==> src/rtl/dec_pkg.sv <==
package dec_pkg;

  localparam int unsigned IN_W    = 216;
  localparam int unsigned OUT_W   = 88;
  localparam int unsigned VEL_W   = 20;
  localparam int unsigned LANES   = 4;
  localparam int unsigned Q_W     = 22;
  localparam int unsigned DIV_W   = 80;

  // pi as a Q2.28 fraction
  localparam logic [29:0] PI_Q28 = 30'd843314857;

  localparam logic signed [24:0] VEL_MAX = 25'sd524287;
  localparam logic signed [24:0] VEL_MIN = -25'sd524288;

  typedef struct packed {
    logic signed [23:0] first_pos_x;
    logic signed [23:0] first_pos_y;
    logic signed [19:0] first_vel_x;
    logic signed [19:0] first_vel_y;
    logic [15:0]        first_radius;
    logic               first_visible;
    logic signed [23:0] second_pos_x;
    logic signed [23:0] second_pos_y;
    logic signed [19:0] second_vel_x;
    logic signed [19:0] second_vel_y;
    logic [15:0]        second_radius;
    logic               second_visible;
  } in_item_t;

  // lanes: 0 first x, 1 first y, 2 second x, 3 second y
  typedef struct packed {
    logic [LANES-1:0][DIV_W-1:0] rem;
    logic [LANES-1:0][Q_W-1:0]   quo;
    logic [LANES-1:0]            neg;
    logic [LANES-1:0]            sat;
    logic [DIV_W-1:0]            d2;
    logic [LANES-1:0][VEL_W-1:0] vel;
    logic                        hit;
  } div_item_t;

  typedef struct packed {
    logic [LANES-1:0][VEL_W-1:0] vel;
    logic                        collided;
  } res_item_t;

endpackage

==> src/rtl/dec_out.sv <==
module dec_out (
  input  logic               clk,
  input  logic               rst_n,
  input  logic               up_valid,
  output logic               up_ready,
  input  dec_pkg::div_item_t up_item,
  output logic               down_valid,
  input  logic               down_ready,
  output dec_pkg::res_item_t down_item
);

  logic               out_valid_r;
  dec_pkg::res_item_t res_r, res_nxt;

  always_comb begin
    logic [dec_pkg::Q_W-1:0] mag;
    logic signed [23:0]      delta;
    logic signed [24:0]      sum;
    for (int k = 0; k < dec_pkg::LANES; k++) begin
      mag   = up_item.sat[k] ? '1 : up_item.quo[k];
      delta = up_item.neg[k] ? -$signed({2'b00, mag}) : $signed({2'b00, mag});
      sum   = 25'(signed'(up_item.vel[k])) + 25'(delta);
      if (!up_item.hit) begin
        res_nxt.vel[k] = up_item.vel[k];
      end else if (sum > dec_pkg::VEL_MAX) begin
        res_nxt.vel[k] = dec_pkg::VEL_MAX[dec_pkg::VEL_W-1:0];
      end else if (sum < dec_pkg::VEL_MIN) begin
        res_nxt.vel[k] = dec_pkg::VEL_MIN[dec_pkg::VEL_W-1:0];
      end else begin
        res_nxt.vel[k] = sum[dec_pkg::VEL_W-1:0];
      end
    end
    res_nxt.collided = up_item.hit;
  end

  assign up_ready = !out_valid_r || down_ready;

  always_ff @(posedge clk) begin
    if (!rst_n) begin
      out_valid_r <= 1'b0;
    end else if (up_ready) begin
      out_valid_r <= up_valid;
    end
  end

  always_ff @(posedge clk) begin
    if (up_ready) begin
      res_r <= res_nxt;
    end
  end

  assign down_valid = out_valid_r;
  assign down_item  = res_r;

endmodule

==> config.mk <==
export PLATFORM = sky130hd
export DESIGN_NAME = dec_out
export DESIGN_NICKNAME = d
export VERILOG_FILES = /design/src/rtl/dec_pkg.sv /design/src/rtl/dec_out.sv
export SDC_FILE = /design/constraint.sdc
export NUM_CORES = 1
export LEC_CHECK = 0
export ABC_AREA = 0
export ABC_CLOCK_PERIOD_IN_PS = 14100
export BUFFER_PORTS_ARGS = -buffer_cell sky130_fd_sc_hd__buf_2
export CORE_AREA = 4 4 253 255
export DETAILED_ROUTE_END_ITERATION = 8
export DIE_AREA = 0 0 257 259
export PLACE_DENSITY = 0.38
export SKIP_LAST_GASP = 1
export SLEW_MARGIN = 25
export SYNTH_ARGS = -nofsm -noshare
export SYNTH_HDL_FRONTEND = slang
export SYNTH_SLANG_ARGS = --single-unit
==> constraint.sdc <==
create_clock -name clk -period 14.1 [get_ports clk]
set_input_delay 1.41 -clock clk [delete_from_list [all_inputs] [get_ports clk]]
set_output_delay 1.41 -clock clk [all_outputs]
set_load 0.01 [all_outputs]
# Word-level counts from Yosys, hierarchy flattened
# Index checks and enable logic that the tools add are counted.
# Widths: inputs -> output; s select.
# totals
ff_bits,82
latchBits,0
ramBits,0
romBits,0
in_bits,581
out_inout_bits,83
n_memories,0
# classes
addsub,8
mul,0
n_div,0
magnitude_cmp,8
n_eq_ne,0
shift,0
n_mux,20
bitwise,0
n_reduce_logical,2
# op_table
operator,n
$mux 20,12
$add 20x24->25,4
$gt 25x20->1 const B,4
$lt 25x20->1 const B,4
$mux 24,4
$neg 22->24,4
$mux 22,4
$logic_not 1->1,1
$logic_or 1x1->1,1

# Depth between registers and ports, before layout
# Gate-level depths: netlist (run 1).
# logic_depth
depth_word,8
mapped_depth,25

# Worst setup path after synthesis (run 1)
# OpenSTA, ideal clock, no wires.
# synth_timing
path_type,in2reg
start,in up_item[164] (netlist bit)
end,"reg res_r, in the netlist down_item[78] (data pin)"
setup_ns,0.261
arrival_ns,6.543
required_ns,13.839
setup_slack_ns,7.296
stages,25
path_buffers,5
path_cell_list,clkbuf_1 clkbuf_1 or2_2 inv_1 ha_1 or3b_2 or4_1 nor2_1 nand2_1 o31ai_1 a211o_1 o21ai_0 ha_1 clkbuf_1 nand2_1 o221ai_1 a21o_1 a21oi_1 o41ai_2 xor2_1 or3_1 o31a_1 buf_6 buf_8 a221o_1
# synth_rtl
item,line_no,rtl
from (decl),dec_out.sv:6,"input dec_pkg::div_item_t up_item,"
to (signal assigned),dec_out.sv:48,res_r <= res_nxt;
to (decl),dec_out.sv:13,"dec_pkg::res_item_t res_r, res_nxt;"

==> results_dict.tcl, run 1 <==
set metrics [dict create \
    power-per-cell-area_mw_per_mm2 89.7 \
    period_needed_ns 7.26 \
    synth_area_leaders "edfxtp_1 (22%), ha_1 (12%), a21oi_1 (5.3%)" \
    r2r_start "down_valid$_SDFFE_PN0P_" \
    pin_count 664 \
    fill_cells 6869 \
    initial_core_util_pct 17.9 \
    hold_ws_ns 0.987 \
    core_mm2 0.0616 \
    arrival_ns 7.48 \
    setup_violations 0 \
    worstHoldStart "down_valid$_SDFFE_PN0P_" \
    clock_path_buffers 2 \
    cts_hold_buffers 0 \
    grt.overflow.total 0 \
    grt_first_pass_wirelength_mm 65.8 \
    cts_root_buf "clkbuf_16" \
    final.period_utilization_pct 51.5 \
    gr-usage-all-layers_pct 12.5 \
    io_buffers 263 \
    start_kind "primary input" \
    cts_resized 0 \
    cp_max_fo 40 \
    dieWidth_um 257 \
    fmax_ghz 0.138 \
    worstMarginPinSlew_ns 0.978 \
    gp_congestion 0.809 \
    synth_area_mm2 0.0110 \
    slew_headroom_pct 34.8 \
    final_cell_mix "buf_2 (263), nor2_1 (143), a21oi_1 (116)" \
    rsz0062_at_grt "false" \
    cts_tree "built" \
    syn_area_per_cell_um2 8.19 \
    core.rowCount 91 \
    cap_violations 0 \
    dpl.cell_count 2378 \
    synth_flop_cell "edfxtp_1" \
    cts_sinks 82 \
    ir_drop_v 0.0000539 \
    die_y_um 259 \
    initialDrtViolationCount 622 \
    cts_setup_buffers 0 \
    synth.distinct_cells 84 \
    required_ns 14.32 \
    routed_wl_mm 43.2 \
    htree_levels 3 \
    antenna_found_initial 7 \
    p_leak_nw 5.48 \
    cpMaxStageDelayCell "a41o_1" \
    routedWlPerCell_um 18.0 \
    drc 0 \
    synthArstFlopShare_pct 0 \
    final.setup.tns_ns 0 \
    worstPathCellList "buf_2 -> or2_2 -> inv_1 -> ha_1 -> nand2_1 -> or3_1 -> or2_2 -> or4_1 -> or3_1 -> a211oi_1 -> a21oi_1 -> ha_1 -> nand2_1 -> nor4_1 -> o311ai_1 -> nand3_1 -> a21o_1 -> a21oi_1 -> xnor2_1 -> a41o_1 -> a221o_1" \
    die_area_mm2 0.0666 \
    synth_top_area_share_pct 22.1 \
    reg2reg_slack_ns 12.17 \
    syn_to_final_growth_pct 21.6 \
    maxSlewViolCount 0 \
    ys_ff_latch 82 \
    dr.pass1.iters 5 \
    synth_edf_count 81 \
    hold_path_class "flip-flop to flip-flop" \
    grt_max_degree 51 \
    yosysWarningCount 0 \
    synthesis.nets 2034 \
    ant_nets 0 \
    num_vias 11272 \
    max_stage_delay_ns 0.86 \
    clk_pin_slew_ns 0.08 \
    hold_viol 0 \
    layout-drive-gt1-share_pct 20.5 \
    crit_type "primary input to flip-flop" \
    ys_seq_area_share_pct 22.3 \
    fin_worst_skew_ns 0.0169 \
    fin_cells 2397 \
    layout_commonest_cell "buf_2" \
    clock_latency_ns 0.38 \
    nNetsFinal 2241 \
    crit_start "up_item[161]" \
    synthCells 1345 \
    cts_made_buffers 9 \
    vias_per_cell 4.70 \
    status "completed" \
    hpwlAfterDp_mm 34.4 \
    first_global_vias 11223 \
    synth_top_area_cell "edfxtp_1" \
    cp-end-kind "flip-flop" \
]
## cells in the mapped netlist, types with 5 or more instances
cell type,count
a21o_1,56
o211ai_1,12
ha_1,104
o21a_1,15
nor2b_1,11
nor2_1,143
o21bai_1,8
or3_1,33
inv_1,44
o22ai_1,10
buf_2,11
xor2_1,50
nand4_1,9
nand3_1,23
and4_1,5
o21ai_0,64
o31a_1,9
or4_1,7
a31oi_1,15
o2bb2ai_1,15
o21ai_1,5
a211o_1,10
nand2_1,97
nor3b_1,5
nor4_1,11
or2_2,11
and3_1,12
and2_1,6
clkbuf_1,50
edfxtp_1,81
nor3_1,13
a21oi_1,116
o31ai_1,10
nand2b_1,23
a211oi_1,41
xnor2_1,60
a22oi_1,7
a221o_1,58
## kinds of logic (layout without fill, tap and decap cells)
kind of cell,Yosys count,count (layout),share of synthesized area [%]
AO/OA/AOI/OAI,510,510,33.5
XOR/XNOR,110,110,8.74
adder cells (fa/ha/maj),108,108,12.5
buffers and inverters,115,327,4.45
flip-flops,82,82,22.3
multiplexers,4,4,0.386
other,0,3,0
AND/OR/NAND/NOR,416,416,18.1
## power breakdown
part	total [mW]	switching, mW	leakage (nW)	internal, mW
Combinational	0.600	0.357	4.51	0.243
Sequential	0.335	0.0133	0.827	0.322
Clock	0.267	0.129	0.143	0.138
Total	1.20	0.500	5.48	0.702
## final timing paths
check / endpoint / cells past startpoint
min: down_valid$_SDFFE_PN0P_ / 2
max reg2reg: down_item[37]$_DFFE_PP_ / 2
min reg2reg: down_valid$_SDFFE_PN0P_ / 2
max: down_item[9]$_DFFE_PP_ / 21
## flip-flops by register name, summed over array words and instances, names as in the netlist
name	flops
down_item	81
down_valid	1
## per-layer routing
metal	wire, um	share of wire [%]	GRT usage (%)
met1	19600	45	16.0
met2	20400	47	21.0
met3	2520	5.8	3.22
met4	585	1.4	2.92
met5	35	0.081	0
## per-stage QoR
stage	power, mW	util [%]	instance area, um2	setup slack, ns
finish	1.20	21.8	13400	6.84
floorplan	0.746	-	11000	7.30
CTS	1.23	21.7	13400	6.62
global placement	0.946	21.3	13100	6.28
global route	1.30	21.8	13400	6.39
detailed placement	0.945	21.3	13100	6.22
## final cells by class
class	instances	area [um2]	area share [%]
diodes	3	7.51	0.0560
clock buffers	9	225	1.68
clock inverters	7	68.8	0.513
inverters	44	165	1.23
multi-input cells	1148	8090	60.4
flip-flops and latches	82	2450	18.3
well taps	837	1050	7.81
repair buffers	267	1350	10.0
## critical path: cells and delay by family
family                     cells  cell delay [ns]
xor gates and xnor gates       1             0.23
buffers and inverters          2             0.38
and+or+nand+nor                9             2.85
adders and majority gates      2             0.59
AOI/OAI and AO/OA              7             1.97
Power figures use the tool's default switching activity.
==> run 2: changes to the inputs <==
--- a/config.mk
+++ b/config.mk
@@ -5,13 +5,13 @@
 export SDC_FILE = /design/constraint.sdc
 export NUM_CORES = 1
 export LEC_CHECK = 0
-export ABC_AREA = 0
-export ABC_CLOCK_PERIOD_IN_PS = 14100
+export ABC_AREA = 1
+export ABC_CLOCK_PERIOD_IN_PS = 5900
 export BUFFER_PORTS_ARGS = -buffer_cell sky130_fd_sc_hd__buf_2
-export CORE_AREA = 4 4 253 255
+export CORE_AREA = 4 4 255 257
 export DETAILED_ROUTE_END_ITERATION = 8
-export DIE_AREA = 0 0 257 259
-export PLACE_DENSITY = 0.38
+export DIE_AREA = 0 0 259 261
+export PLACE_DENSITY = 0.42
 export SKIP_LAST_GASP = 1
 export SLEW_MARGIN = 25
 export SYNTH_ARGS = -nofsm -noshare
==> constraint.sdc (replaced) <==
create_clock -name clk -period 5.9 [get_ports clk]
set_input_delay 0.59 -clock clk [delete_from_list [all_inputs] [get_ports clk]]
set_output_delay 0.59 -clock clk [all_outputs]
set_load 0.01 [all_outputs]
==> run 2 against run 1 <==
Compared with the run above: design area increased by 17%; non-clock buffer count increased by 5; sequential power increased by 140%; core utilization increased by 3.3 points; sequential share of layout area decreased by 2.7 points; worst setup slack got worse by 5.9 ns; register-to-register slack got worse by 8.2 ns; critical endpoint is now down_item[41]$_DFFE_PP_.
==> results_dict.tcl, run 2 <==
set metrics [dict create \
    final.setup.tns_ns 0 \
    cp-end-kind "flip-flop" \
    synth_top_cells_by_count "nand2_1 (664), inv_1 (356), nor2_1 (314)" \
    io_buffers 263 \
    start_kind "primary input" \
    use_met3_pct 3.79 \
    cts_resized 0 \
    hold_viol 0 \
    synth_top_area_cell "nand2_1" \
    met1_usage_pct 19.1 \
    synth_top_area_share_pct 18.9 \
    routedWlPerCell_um 16.4 \
    initialDrtViolationCount 956 \
    synth.distinct_cells 47 \
    grt_max_degree 58 \
    fill_cells 7208 \
    clk_pin_slew_ns 0.07 \
    yosysMostFrequentCell "nand2_1" \
    final_cell_mix "nand2_1 (663), inv_1 (356), nor2_1 (314)" \
    vias_per_cell 4.31 \
    dpl.cell_count 3246 \
    synthesis.nets 2853 \
    routed_wl_mm 53.5 \
    synth_flop_cell "edfxtp_1" \
    status "completed" \
    gp_congestion 0.929 \
    hpwlAfterDp_mm 45.6 \
    synth_edf_count 81 \
    htree_levels 3 \
    hold_path_class "primary input to flip-flop" \
    rsz0062_at_grt "false" \
    crit_start "up_item[163]" \
    antenna_found_initial 30 \
    cts_tree "built" \
    ys_seq_area_share_pct 18.6 \
    cp_max_fo 22 \
    reg2reg_to "down_item[26]$_DFFE_PP_" \
    synth_area_leaders "nand2_1 (19%), edfxtp_1 (18%), inv_1 (10%)" \
    ant_nets 0 \
    power-per-cell-area_mw_per_mm2 210 \
    cts_sinks 82 \
    setup_violations 0 \
    cts_setup_buffers 0 \
    initial_core_util_pct 21.0 \
    layout_commonest_cell "nand2_1" \
    cts_made_buffers 9 \
    multi_input_area_mm2 0.00916 \
    layout-drive-gt1-share_pct 16.2 \
    arrival_ns 5.18 \
    cts_root_buf "clkbuf_16" \
    p_leak_nw 8.16 \
    synthCells 2164 \
    worstMarginPinSlew_ns 0.913 \
    post-place-ws_ns 0.582 \
    grt_use_met2_pct 26.1 \
    syn_area_per_cell_um2 6.09 \
    maxSlewViolCount 0 \
    num_vias 14113 \
    cpMaxStageDelayCell "o21ai_4" \
    grt.overflow.total 0 \
    dieWidth_um 259 \
    gr-usage-all-layers_pct 15.2 \
    reg2reg_slack_ns 3.98 \
    worstHoldStart "up_valid" \
    busiest_layer "met2" \
    largest_reg_flops 81 \
    syn_to_final_growth_pct 19.4 \
    grt_first_pass_wirelength_mm 78.4 \
    fin_worst_skew_ns 0.0288 \
    dr.pass1.iters 6 \
    seqCellArea_mm2 0.00245 \
    drc 0 \
    fmax_ghz 0.201 \
    first_global_vias 13416 \
    synthArstFlopShare_pct 0 \
    ir_drop_v 0.000154 \
    required_ns 6.12 \
    die_area_mm2 0.0676 \
    period_needed_ns 4.96 \
    fin_cells 3272 \
    synth_area_mm2 0.0132 \
    pin_count 664 \
    cap_violations 0 \
    yosysWarningCount 0 \
    setup_ws_ns 0.936 \
    core_mm2 0.0627 \
    finalPower_mw 3.30 \
    nNetsFinal 3100 \
    final.period_utilization_pct 84.1 \
    core.rowCount 92 \
    slew_headroom_pct 39.1 \
    die_y_um 261 \
    ys_ff_latch 82 \
    crit_type "primary input to flip-flop" \
    clock_latency_ns 0.41 \
    path_common_cell "nand2_1" \
    min_path_cells 3 \
    cts_hold_buffers 0 \
    r2r_start "down_valid$_SDFFE_PN0P_" \
    whs_endpoint "down_valid$_SDFFE_PN0P_" \
    max_stage_delay_ns 0.51 \
    worst-r2r-cell-count 2 \
    clock_path_buffers 2 \
]
## run 2: cell count changes after synthesis, sizes merged, moves of 23 or more
cell,before,now
nand4,9,42
a211oi,42,0
a221o,58,0
xor2,50,103
inv,44,357
nand3,23,93
nand2b,23,0
a21oi,117,154
a21o,56,0
nand2,97,682
o21ai,69,44
nor2,143,334
clkbuf,50,21
or3,33,0
## run 2: worst max path at each step
stage | slack [ns] | endpoint | depth (start not counted)
after global routing | 0.46 | down_item[26]$_DFFE_PP_ | 25
after CTS | 0.99 | down_item[41]$_DFFE_PP_ | 26
after floorplan | 1.53 | down_item[30]$_DFFE_PP_ | 22
after global placement | 0.57 | down_item[26]$_DFFE_PP_ | 25
after detailed placement | 0.58 | down_item[26]$_DFFE_PP_ | 25
final | 0.94 | down_item[41]$_DFFE_PP_ | 26
## run 2: metal layers
layer	wire, um	share of wire, %	up-vias
li1	-	-	7301
met1	23500	44	6340
met3	3290	6.1	74
met5	119	0.22	-
met2	25400	48	378
met4	1230	2.3	20
## run 2: cell families (layout without fill, tap and decap cells)
kind of cell / count (synthesis) / in the layout / synth area share [%]
and+or+nand+nor: 1200 / 1200 / 38.3
buffers and inverters: 396 / 648 / 11.9
AOI/OAI and AO/OA: 227 / 227 / 10.4
xor gates and xnor gates: 151 / 151 / 10.2
adders and majority gates: 108 / 108 / 10.5
DFF: 82 / 82 / 18.6
other: 0 / 10 / 0
## run 2: through the flow
| stage | util, % | hold slack (ns) | cell area [um2] |
|---|---|---|---|
| after global placement | 24.6 | 0.840 | 15400 |
| final | 25.1 | 0.440 | 15700 |
| after global routing | 25.1 | 0.444 | 15700 |
| after CTS | 25.0 | 0.407 | 15700 |
| after floorplan | - | 0.689 | 13200 |
| after detailed placement | 24.6 | 0.851 | 15400 |
## run 2: cell type report
class / instances / area share (%)
multi-input combinational: 1686 / 58.2
timing repair buffer: 272 / 8.81
antenna: 10 / 0.159
inverter: 360 / 8.59
sequential: 82 / 15.6
clock inverter: 4 / 0.326
tap: 846 / 6.73
clock buffer: 12 / 1.57
## run 2: power by group
part / internal [mW] / total (mW) / switching, mW
clock network: 0.341 / 0.653 / 0.312
registers: 0.773 / 0.807 / 0.0337
logic: 0.638 / 1.84 / 1.20
## run 2: critical path, delay by kind of cell
| family | cells | cell delay [ns] |
|---|---|---|
| adder cells (fa/ha/maj) | 2 | 0.55 |
| XOR/XNOR | 1 | 0.27 |
| AO/OA/AOI/OAI | 4 | 1.17 |
| AND/OR/NAND/NOR | 15 | 1.96 |
| buffers and inverters | 4 | 0.63 |
==> run 3: changes to the inputs <==
--- a/config.mk
+++ b/config.mk
@@ -5,13 +5,13 @@
 export SDC_FILE = /design/constraint.sdc
 export NUM_CORES = 1
 export LEC_CHECK = 0
-export ABC_AREA = 1
-export ABC_CLOCK_PERIOD_IN_PS = 5900
+export ABC_AREA = 0
+export ABC_CLOCK_PERIOD_IN_PS = 4100
 export BUFFER_PORTS_ARGS = -buffer_cell sky130_fd_sc_hd__buf_2
-export CORE_AREA = 4 4 255 257
+export CORE_AREA = 4 4 253 255
 export DETAILED_ROUTE_END_ITERATION = 8
-export DIE_AREA = 0 0 259 261
-export PLACE_DENSITY = 0.42
+export DIE_AREA = 0 0 257 259
+export PLACE_DENSITY = 0.39
 export SKIP_LAST_GASP = 1
 export SLEW_MARGIN = 25
 export SYNTH_ARGS = -nofsm -noshare
==> constraint.sdc (replaced) <==
create_clock -name clk -period 4.1 [get_ports clk]
set_input_delay 0.41 -clock clk [delete_from_list [all_inputs] [get_ports clk]]
set_output_delay 0.41 -clock clk [all_outputs]
set_load 0.01 [all_outputs]
==> run 3 against run 2 <==
Compared with the run above: worst hold slack got worse by 0.16 ns; non-clock buffer count increased by 429; largest cell class unchanged; wire length decreased by 8.9%; critical path type unchanged; via count decreased by 8.0%; the run now ends with setup timing left; largest power group unchanged; count of clock-buffer cells in the layout decreased by 3; clock power increased by 58%; critical endpoint is now down_item[1]$_DFFE_PP_; register-to-register slack got worse by 1.6 ns; worst setup slack got worse by 1.6 ns.
==> results_dict.tcl, run 3 (synthesis results as in run 1) <==
set metrics [dict create \
    status "finished, violations left" \
    violations "setup timing" \
    htree_levels 3 \
    final.period_utilization_pct 117 \
    syn_to_final_growth_pct 65.8 \
    multi_input_area_mm2 0.00934 \
    clk_pin_slew_ns 0.07 \
    worstPathCellList "buf_6 -> or2_4 -> inv_4 -> ha_4 -> nand2_2 -> or3_4 -> or2_4 -> or4_4 -> nand2b_4 -> o21ai_4 -> xor2_1 -> ha_1 -> inv_1 -> nor4_4 -> nand4b_1 -> nand3_2 -> a21o_1 -> a21oi_2 -> xnor2_1 -> o41a_1 -> buf_12 -> a221o_1" \
    initialDrtViolationCount 530 \
    placed_area_mm2 0.0165 \
    crit_type "primary input to flip-flop" \
    first_global_vias 13170 \
    fmax_ghz 0.208 \
    reg2reg_slack_ns 2.35 \
    ant_nets 0 \
    num_vias 12991 \
    dieWidth_um 257 \
    post-place-ws_ns -1.36 \
    nNetsFinal 2675 \
    max_stage_delay_ns 0.54 \
    cp_max_fo 19 \
    antenna_found_initial 10 \
    cts_made_buffers 9 \
    die_y_um 259 \
    worst-r2r-cell-count 2 \
    required_ns 4.23 \
    fin_worst_skew_ns 0.0110 \
    cts_tree "built" \
    routedWlPerCell_um 17.2 \
    clock_path_buffers 2 \
    largest_reg_flops 81 \
    gp_congestion 0.858 \
    rsz0062_at_grt "true" \
    period_needed_ns 4.80 \
    cap_violations 0 \
    fill_cells 6561 \
    min_path_cells 2 \
    maxSlewViolCount 0 \
    cp-end-kind "flip-flop" \
    core.rowCount 91 \
    seqCellArea_mm2 0.00245 \
    cpMaxStageDelayCell "or4_4" \
    routed_wl_mm 48.7 \
    grt.overflow.total 0 \
    setup_violations 77 \
    hold_path_class "primary input to flip-flop" \
    arrival_ns 4.93 \
    drc 0 \
    die_area_mm2 0.0666 \
    worstMarginPinSlew_ns 0.897 \
    setup_ws_ns -0.697 \
    start_kind "primary input" \
    vias_per_cell 4.59 \
    layout_commonest_cell "buf_4" \
    r2r_start "down_valid$_SDFFE_PN0P_" \
    ir_drop_v 0.000216 \
    dr.pass1.iters 4 \
    cts_sinks 82 \
    grt_max_degree 48 \
    hold_viol 0 \
    utilization_pct 29.7 \
    slew_headroom_pct 40.2 \
    cts_root_buf "clkbuf_16" \
    layout-drive-gt1-share_pct 46.5 \
    hpwlAfterDp_mm 39.0 \
    clock_latency_ns 0.39 \
    stdcell_area_mm2 0.0183 \
    worstHoldStart "rst_n" \
    final_cell_mix "buf_4 (411), buf_2 (256), nor2_1 (116)" \
    grt_first_pass_wirelength_mm 74.0 \
    p_leak_nw 8.00 \
    final.setup.tns_ns -41.00 \
    io_buffers 263 \
    pin_count 664 \
    reg2reg_to "down_item[62]$_DFFE_PP_" \
    whs_endpoint "down_valid$_SDFFE_PN0P_" \
    core_mm2 0.0616 \
    power-per-cell-area_mw_per_mm2 286 \
    initial_core_util_pct 17.9 \
    gr-usage-all-layers_pct 14.0 \
    path_common_cell "or2_4" \
    finalPower_mw 5.23 \
    cts_hold_buffers 0 \
]
run 3: cell types whose count changed in the layout (fill, tap and decap cells not counted), sizes merged, moves of 56 or more:
cell	previous run	this run
buf	272	699
nor2	334	143
nand2	682	97
inv	357	43
nand3	93	23
a21o	0	56
a221o	0	58
run 3: worst max-delay path by stage:
stage | start | end | cells after the start
5_1_grt | up_item[161] | down_item[13]$_DFFE_PP_ | 22
4_1_cts | up_item[164] | down_item[76]$_DFFE_PP_ | 21
6_report | up_item[161] | down_item[1]$_DFFE_PP_ | 22
2_1_floorplan | up_item[164] | down_item[78]$_DFFE_PP_ | 22
3_5_place_dp | up_item[161] | down_item[13]$_DFFE_PP_ | 23
3_3_place_gp | up_item[161] | down_item[1]$_DFFE_PP_ | 23
run 3: critical path: cells and delay by family:
family,cells,cell delay (ns)
and+or+nand+nor,9,2.25
AOI/OAI and AO/OA,5,1.10
adders and majority gates,2,0.48
buffers and inverters,4,0.43
xor gates and xnor gates,2,0.23
run 3: power by group:
part	internal (mW)	switching [mW]
Combinational	1.49	1.56
Sequential	1.11	0.0489
Clock	0.597	0.432
run 3: metal layers:
metal | share of wire, % | GRT usage [%]
met3 | 5.1 | 3.46
met1 | 45 | 17.8
met5 | 0.18 | 0
met4 | 2.0 | 3.71
met2 | 47 | 23.8
run 3: what timing repair did:
item | 4_1_cts | 5_1_grt
cloned | 4 | 1
setup buffers | 24 | 16
endpoints found under the setup margin | 79 | 80
pin swaps | 44 | 63
resized for setup | 121 | 97
run 3: cell type report:
| type | instances | area share [%] |
|---|---|---|
| Inverter | 44 | 0.952 |
| Clock buffer | 9 | 1.23 |
| Timing Repair Buffer | 701 | 26.9 |
| Clock inverter | 7 | 0.637 |
| Sequential cell | 82 | 13.4 |
| Antenna cell | 1 | 0.0137 |
| Tap cell | 837 | 5.73 |
| Multi-Input combinational cell | 1148 | 51.1 |
run 3: through the flow:
step / instances / hold WS, ns
finish: 2829 / 0.285
floorplan: 1345 / 0.509
global placement: 2774 / 0.667
CTS: 2815 / 0.255
global route: 2829 / 0.284
detailed placement: 2774 / 0.681
